**config.mk**
```make
export PLATFORM = sky130hd
export DESIGN_NAME = ped_isqrt
export DESIGN_NICKNAME = d
export VERILOG_FILES = /design/src/rtl/core/ped_pkg.sv /design/src/rtl/core/ped_isqrt.sv
export SDC_FILE = /design/constraint.sdc
export NUM_CORES = 1
export LEC_CHECK = 0
export ABC_AREA = 0
export ABC_CLOCK_PERIOD_IN_PS = 3000
export BUFFER_PORTS_ARGS = -buffer_cell sky130_fd_sc_hd__buf_2
export CAP_MARGIN = 10
export CORE_ASPECT_RATIO = 0.6
export CORE_MARGIN = 4
export CORE_UTILIZATION = 50
export DETAILED_ROUTE_END_ITERATION = 10
export PLACE_DENSITY = 0.74
export REMOVE_ABC_BUFFERS = 1
export SLEW_MARGIN = 20
export SYNTH_ARGS = -nofsm -noshare
export SYNTH_HDL_FRONTEND = slang
export SYNTH_SLANG_ARGS = --single-unit
```
**constraint.sdc**
```tcl
create_clock -name clk_i -period 3 [get_ports clk_i]
set_input_delay 0.3 -clock clk_i [delete_from_list [all_inputs] [get_ports clk_i]]
set_output_delay 0.3 -clock clk_i [all_outputs]
set_load 0.03 [all_outputs]
```
**src/rtl/core/ped_pkg.sv**
```systemverilog
package ped_pkg;

  // Default sizes of the point store.
  localparam int MAX_POINTS_DEF   = 256;
  localparam int MAX_FEATURES_DEF = 16;
  localparam int VALUE_BITS_DEF   = 16;

  // Field widths of the input and result words.
  localparam int PT_W   = 8;
  localparam int FIDX_W = 4;
  localparam int FVAL_W = 16;
  localparam int DIST_W = 18;

  localparam int IN_DATA_W  = 40;
  localparam int OUT_DATA_W = 40;
  localparam int IN_PAD     = IN_DATA_W - 2 * PT_W - FIDX_W - FVAL_W;
  localparam int OUT_PAD    = OUT_DATA_W - DIST_W - 2 * PT_W;

  // Configuration port.
  localparam int CFG_IDX_W  = 8;
  localparam int CFG_DATA_W = 9;
  localparam int NP_W       = 9;
  localparam int NF_W       = 5;

  localparam logic [CFG_IDX_W-1:0] CFG_NUM_POINTS   = CFG_IDX_W'(0);
  localparam logic [CFG_IDX_W-1:0] CFG_NUM_FEATURES = CFG_IDX_W'(1);

  localparam logic [NP_W-1:0] NUM_POINTS_RST   = NP_W'(256);
  localparam logic [NF_W-1:0] NUM_FEATURES_RST = NF_W'(16);

  localparam logic [DIST_W-1:0] DIST_MAX = '1;

  typedef enum logic {
    OP_LOAD  = 1'b0,
    OP_QUERY = 1'b1
  } op_e;

endpackage

```
**src/rtl/core/ped_isqrt.sv**
```systemverilog
module ped_isqrt import ped_pkg::*; #(
  parameter int SUM_W = 37
) (
  input  logic                       clk_i,
  input  logic                       rst_ni,
  input  logic                       start_i,
  input  logic [SUM_W-1:0]           radicand_i,
  output logic                       done_o,
  output logic [(SUM_W+1)/2-1:0]     root_o
);

  localparam int RW = (SUM_W + 1) / 2;
  localparam int CW = $clog2(RW + 1);

  logic [2*RW-1:0] rad_q;
  logic [RW:0]     rem_q;
  logic [RW-1:0]   root_q;
  logic [CW-1:0]   cnt_q;
  logic            done_q;

  logic [RW+2:0]   cur;
  logic [RW+2:0]   trial;
  logic [RW+2:0]   cur_sub;
  logic            fits;

  // One root bit per cycle: bring down two radicand bits, try root*4+1.
  assign cur     = {rem_q, rad_q[2*RW-1 -: 2]};
  assign trial   = (RW+3)'({root_q, 2'b01});
  assign fits    = cur >= trial;
  assign cur_sub = cur - trial;

  always_ff @(posedge clk_i) begin
    if (start_i) begin
      rad_q  <= (2*RW)'(radicand_i);
      rem_q  <= '0;
      root_q <= '0;
    end else if (cnt_q != '0) begin
      rad_q  <= {rad_q[2*RW-3:0], 2'b00};
      rem_q  <= fits ? cur_sub[RW:0] : cur[RW:0];
      root_q <= {root_q[RW-2:0], fits};
    end
  end

  always_ff @(posedge clk_i or negedge rst_ni) begin
    if (!rst_ni) begin
      cnt_q  <= '0;
      done_q <= 1'b0;
    end else begin
      done_q <= (cnt_q == CW'(1)) && !start_i;
      if (start_i) begin
        cnt_q <= CW'(RW);
      end else if (cnt_q != '0) begin
        cnt_q <= cnt_q - CW'(1);
      end
    end
  end

  assign done_o = done_q;
  assign root_o = root_q;

endmodule

```
==> run summary, run 1 <==
DRT Wirelength - 10300 µm
WL/cell - 17.3 µm
Largest net degree at the start of global routing - 44
Fin util - 60.2%
First-pass GRT wire length - 16500 µm
Antenna cells - 0
Synth unique cells - 61
Clock power frac - 22.5%
Avg Cell Area, Syn - 10.5 µm²
Register area share after synthesis - 46.9%
Die height - 80.6 µm
Overall power - 5220 µW
CP Capture Type - register
Pins Over Slew Limit - 0
Internal - 3160 µW
Starting Density - 51.6%
Synthesis Warnings - 0
Worst Hold Class - primary input to register
DP Wirelength - 7430 µm
Worst-Skew Late Latency - 0.33 ns
Largest area contributor in the netlist - edfxtp_1
Initial antenna violation count - 0
Area Growth Syn to Fin - 16.8%
CP peak stage delay - 0.39 ns
Switch Pwr - 2050 µW
Element type at the critical path start - register
Flop pwr share - 28.5%
Pleak - 0.00214 µW
Leading cell type by number of instances after synthesis - dfxtp_1
Clock sink total - 83
Routability congestion estimate - 0.937
Number of top-level pins - 60
Ranking of synthesized cells by area - edfxtp_1 25%, dfxtp_1 18%, mux2_2 9.2%
Achievable frequency - 0.392 GHz
Iter 0 DRT Violations - 375
Drt pass-1 iters - 5
Ys async rst share - 7.23%
Final setup viols - 0
Crit share post-route - 85.1%
CP Data Required Time - 3.21 ns
DIE AREA - 0.0104 mm²
Syn Std Cell Area - 0.00440 mm²
Critical path class - register to register
Status - finished clean
Gate Count Post-Synth - 417
Synth Register Bits - 83
Critical path's top delay family - compound AO/OA/AOI/OAI gates
Total global routing overflow - 0
CTS root buf - clkbuf_16
FF-to-FF setup slack - 0.45 ns
CTS buffer count - 9
Worst slew pin tran - 0.818 ns
# rows - 26
Final Net Count - 543
RSZ-0062 raised after global routing - false
Switching portion of total power - 39.3%
Port Buffers - 59
Tmin final - 2.55 ns
Post-CTS Setup Inserts - 0
Final hold viol count - 0
CTS H-tree depth - 3
Slowest CP cell - ha_1
Pre-CTS setup slack - 0.484 ns
EDFF count, synth - 37
Synth Flop Type - dfxtp_1
Worst-path maximum fanout - 10
Arrival @ worst endpoint - 2.76 ns
Final WS setup - 0.446 ns
Post-synth top area share - 25.3%
Vias in the first global route - 3238
CTS tree - done
Setup Skew - 0.00572 ns
Die X - 129 µm
Worst path bufs/invs - 1
CORE AREA - 0.00852 mm²
CTS Buffer Depth - 2
Placement Cell Area - 0.00481 mm²
Peak supply drop - 445 µV
Routed Antenna Nets - 0
Fin area - 0.00513 mm²
Total negative setup slack - 0 ns
GRT Overall Usage - 20.4%
Vias - 3433
Worst-path clk slew - 0.06 ns
# DRC - 0
Max-Cap Viols - 0
DR vias/cell - 5.76
Synth top cells by count - 40 x dfxtp_1, 37 x edfxtp_1, 36 x mux2_2, 31 x inv_1, 31 x nand2_1
Critical-path cell list - inv_1, ha_1, a21oi_1, o221ai_1, nand4_1, a21o_1, nand2_4, nand2_1, o211ai_1
Combinational power share - 49.0%
PwrDens - 1020 mW/mm²
Share of layout cells above drive strength 1 - 27.1%
Rel. slew slack - 45.3%
-- placed cells by master, fill, tap and decap left out, types with 3 or more instances in the layout --
cell type  instances
a21o_1             3
a21oi_1           22
a21oi_2            3
a31oi_1            3
a32oi_1            4
and2_1             5
buf_2             59
buf_4              7
clkbuf_1           4
clkbuf_16          9
dfrtp_1            6
dfxtp_1           40
edfxtp_1          37
ha_1              24
inv_1             30
mux2_2            36
mux2i_1            9
nand2_1           31
nand3_1            8
nand4_1            3
nor2_1            21
nor3_1             3
o211ai_1           9
o21a_1             3
o21ai_0           20
o21ai_1            6
o22ai_1           20
xnor2_1            9
xor2_1             6
-- layout make-up --
type | instances | area (µm²)
Tap cell | 112 | 140
Sequential cell | 83 | 2060
Inverter | 32 | 120
Clock buffer | 14 | 254
Multi-Input combinational cell | 286 | 2140
Timing Repair Buffer | 67 | 358
Clock inverter | 2 | 60.1
Fill cell | 742 | 3390
-- what timing repair did --
action	4_1_cts	5_1_grt
hold endpoints to repair	6	0
hold buffers	1	0
resized for setup	0	0
endpoints found under the setup margin	0	0
-- worst paths after layout --
check | start | endpoint | cells past startpoint
min reg2reg | rem_q[18]$_SDFFE_PP0P_ | rem_q[18]$_SDFFE_PP0P_ | 2
min in group asynchronous | rst_ni | cnt_q[4]$_DFFE_PN0P_ | 2
min | radicand_i[0] | rad_q[0]$_SDFFCE_PN0P_ | 2
max | root_o[7]$_SDFFE_PP0P_ | rem_q[14]$_SDFFE_PP0P_ | 9
max reg2reg | root_o[7]$_SDFFE_PP0P_ | rem_q[14]$_SDFFE_PP0P_ | 9
max in group asynchronous | rst_ni | cnt_q[1]$_DFFE_PN0P_ | 2
-- layer usage --
metal	global-route usage (%)	share of wire [%]	routed length, µm
met1	31.5	50	5100
met5	0	0	0
met4	4.61	0.99	102
met2	27.2	40	4100
met3	6.45	9.6	991
-- cells by family after synthesis --
family	share of synthesized area, %
buffers and inverters	4.41
flip-flops	46.9
adder cells (fa/ha/maj)	6.83
AND/OR/NAND/NOR	9.59
XOR/XNOR	2.99
AO/OA/AOI/OAI	18.0
multiplexers	11.3
-- stage by stage --
step | hold WS (ns) | std cells
3_3_place_gp | 0.130 | 579
4_1_cts | 0.249 | 596
6_report | 0.260 | 596
5_1_grt | 0.245 | 596
3_5_place_dp | 0.133 | 579
2_1_floorplan | 0.00441 | 401
-- sequential cells by signal, indices dropped and copies added, names as in the netlist --
name,cells
done_o,1
rad_q,38
root_o,19
cnt_q,5
rem_q,20
-- power by group through the flow --
stage          sequential, µW  clock (µW)  combinational (µW)
2_1_floorplan            1490           0                1910
3_5_place_dp             1500           0                2470
5_1_grt                  1500        1250                2780
4_1_cts                  1480        1200                2500
6_report                 1490        1170                2560
3_3_place_gp             1490           0                2430
-- worst reg2reg max path, cell delays in order (launching register included) --
cell and delay [ns]:
dfxtp_1 0.33, inv_1 0.08, ha_1 0.39, a21oi_1 0.30
o221ai_1 0.25, nand4_1 0.15, a21o_1 0.29, nand2_4 0.20
nand2_1 0.29, o211ai_1 0.15
Note: power is estimated with default switching activity, not from simulation.
==> inputs of run 2 (changes only) <==
PLACE_DENSITY = 0.7   (was 0.74)
==> run 2 against run 1 <==
Compared with the run above:
- critical path depth unchanged
- non-clock buffer count increased by 1
- critical endpoint is now root_o[0]$_SDFFE_PP0P_
- flip-flop and latch count unchanged
- sequential share of layout area barely moved
- combinational power barely moved
- core utilization down 0.073 points
- largest cell class unchanged
==> run summary, run 2 (synthesized netlist as in run 1, its figures left out) <==
Slowest CP cell - ha_1
HP Start - radicand_i[1]
Worst-path clk slew - 0.06 ns
CTS root buf - clkbuf_16
DR vias/cell - 5.73
Worst-Skew Late Latency - 0.34 ns
Placed insts - 580
WL/cell - 17.2 µm
Peak supply drop - 433 µV
First-pass GRT wire length - 16200 µm
Pins Over Slew Limit - 0
Vias - 3423
GRT Overall Usage - 20.3%
Worst r2r path cells - 9
Post-Layout Cell Count - 597
FF-to-FF setup slack - 0.44 ns
Pre-CTS setup slack - 0.488 ns
Port Buffers - 59
Iter 0 DRT Violations - 347
Vias in the first global route - 3169
RR Startpoint - root_o[0]$_SDFFE_PP0P_
Final setup viols - 0
Routed Antenna Nets - 0
Placement Cell Area - 0.00482 mm²
# rows - 26
Arrival @ worst endpoint - 2.77 ns
DP Wirelength - 7480 µm
Antenna cells - 0
Wl on met1 - 5180 µm
Clock sink total - 83
CTS tree - done
Share of layout cells above drive strength 1 - 28.0%
Total negative setup slack - 0 ns
Crit share post-route - 85.2%
Worst Hold Class - primary input to register
Fin area - 0.00513 mm²
DIE AREA - 0.0104 mm²
Final Net Count - 544
Worst path bufs/invs - 1
Top layer in use - met4
Initial antenna violation count - 0
CTS H-tree depth - 3
PwrDens - 1010 mW/mm²
CP Capture Type - register
Top reg by flops - rad_q
Pleak - 0.00213 µW
CP Data Required Time - 3.21 ns
Drt pass-1 iters - 5
Max FFs per register - 38
Final WS setup - 0.443 ns
Area Growth Syn to Fin - 16.7%
DRT Wirelength - 10300 µm
CTS Buffer Depth - 2
Critical path class - register to register
Total global routing overflow - 0
Number of top-level pins - 60
Hold endpoint - rad_q[1]$_SDFFCE_PN0P_
Worst slew pin tran - 0.611 ns
# DRC - 0
Die X - 129 µm
Largest net degree at the start of global routing - 42
Most frequent cells in the layout - 59 x buf_2, 40 x dfxtp_1, 37 x edfxtp_1, 36 x mux2_2, 31 x nand2_1
Most common cell after layout, fill and taps aside - buf_2
Routability congestion estimate - 0.969
Tmin final - 2.56 ns
Die height - 80.6 µm
Rel. slew slack - 59.1%
DR WL met3 - 814 µm
Setup Skew - 0.00816 ns
Max-Cap Viols - 0
Starting Density - 51.6%
Post-CTS Setup Inserts - 0
Critical path's top delay family - compound AO/OA/AOI/OAI gates
RR Endpoint - root_o[0]$_SDFFE_PP0P_
CTS buffer count - 9
Status - finished clean
Worst-path maximum fanout - 10
Post-cts resize count - 0
Hold-critical path depth - 2
CORE AREA - 0.00852 mm²
Achievable frequency - 0.391 GHz
RSZ-0062 raised after global routing - false
Critical-path cell list - inv_1, ha_1, nor2b_4, o31a_1, o21a_4, a31oi_4, nand2_4, nand2_1, o21ai_0
Final hold viol count - 0
Routed length on met2 - 4080 µm
CP peak stage delay - 0.37 ns
Element type at the critical path start - register
[run 2: cell count changes in the layout (fill, tap and decap cells not counted)]
cell        change
clkbuf_1        -4
clkinvlp_4      +3
inv_6           +2
buf_4           +1
bufinv_16       -1
clkbuf_8        -1
clkinv_2        +1
[run 2: final cells by class]
type                       count  area, µm²
clock buffer                   9        225
clock inverter                 7       75.1
fill                         730       3400
inverter                      32        120
multi-input combinational    286       2140
sequential                    83       2060
tap                          112        140
timing repair buffer          68        365
[run 2: how the worst max path moves through the flow]
stage                       startpoint                      to  slack (ns)  depth (start not counted)
2_1_floorplan  root_o[17]$_SDFFE_PP0P_   rem_q[1]$_SDFFE_PP0P_        0.47                          9
3_3_place_gp       rad_q[36]$_DFFE_PP_  root_o[0]$_SDFFE_PP0P_        0.53                          9
3_5_place_dp   root_o[17]$_SDFFE_PP0P_  root_o[0]$_SDFFE_PP0P_        0.49                          9
4_1_cts        root_o[17]$_SDFFE_PP0P_  root_o[0]$_SDFFE_PP0P_        0.48                          9
5_1_grt         root_o[0]$_SDFFE_PP0P_  rem_q[17]$_SDFFE_PP0P_        0.26                          9
6_report        root_o[0]$_SDFFE_PP0P_  root_o[0]$_SDFFE_PP0P_        0.44                          9
[run 2: routing by layer]
metal | vias to the layer above | GRT usage (%)
met5 | - | 0
met4 | 0 | 8.28
met3 | 17 | 5.51
met2 | 111 | 26.6
met1 | 1628 | 30.7
li1 | 1667 | -
[run 2: power by group]
| group | internal [µW] | switching [µW] |
|---|---|---|
| sequential | 1370 | 116 |
| combinational | 1040 | 1520 |
| clock | 649 | 469 |
| total | 3060 | 2110 |
[run 2: per-stage QoR]
stage	util [%]	power, µW	hold slack [ns]
2_1_floorplan	-	3400	0.00441
3_3_place_gp	56.5	3950	0.130
3_5_place_dp	56.5	4000	0.135
4_1_cts	60.2	5130	0.230
5_1_grt	60.2	5490	0.248
6_report	60.2	5170	0.239
[run 2: what timing repair did]
action                     CTS  global route
hold buffers                 1             0
setup endpoints to repair    0             0
hold endpoints to repair     6             0
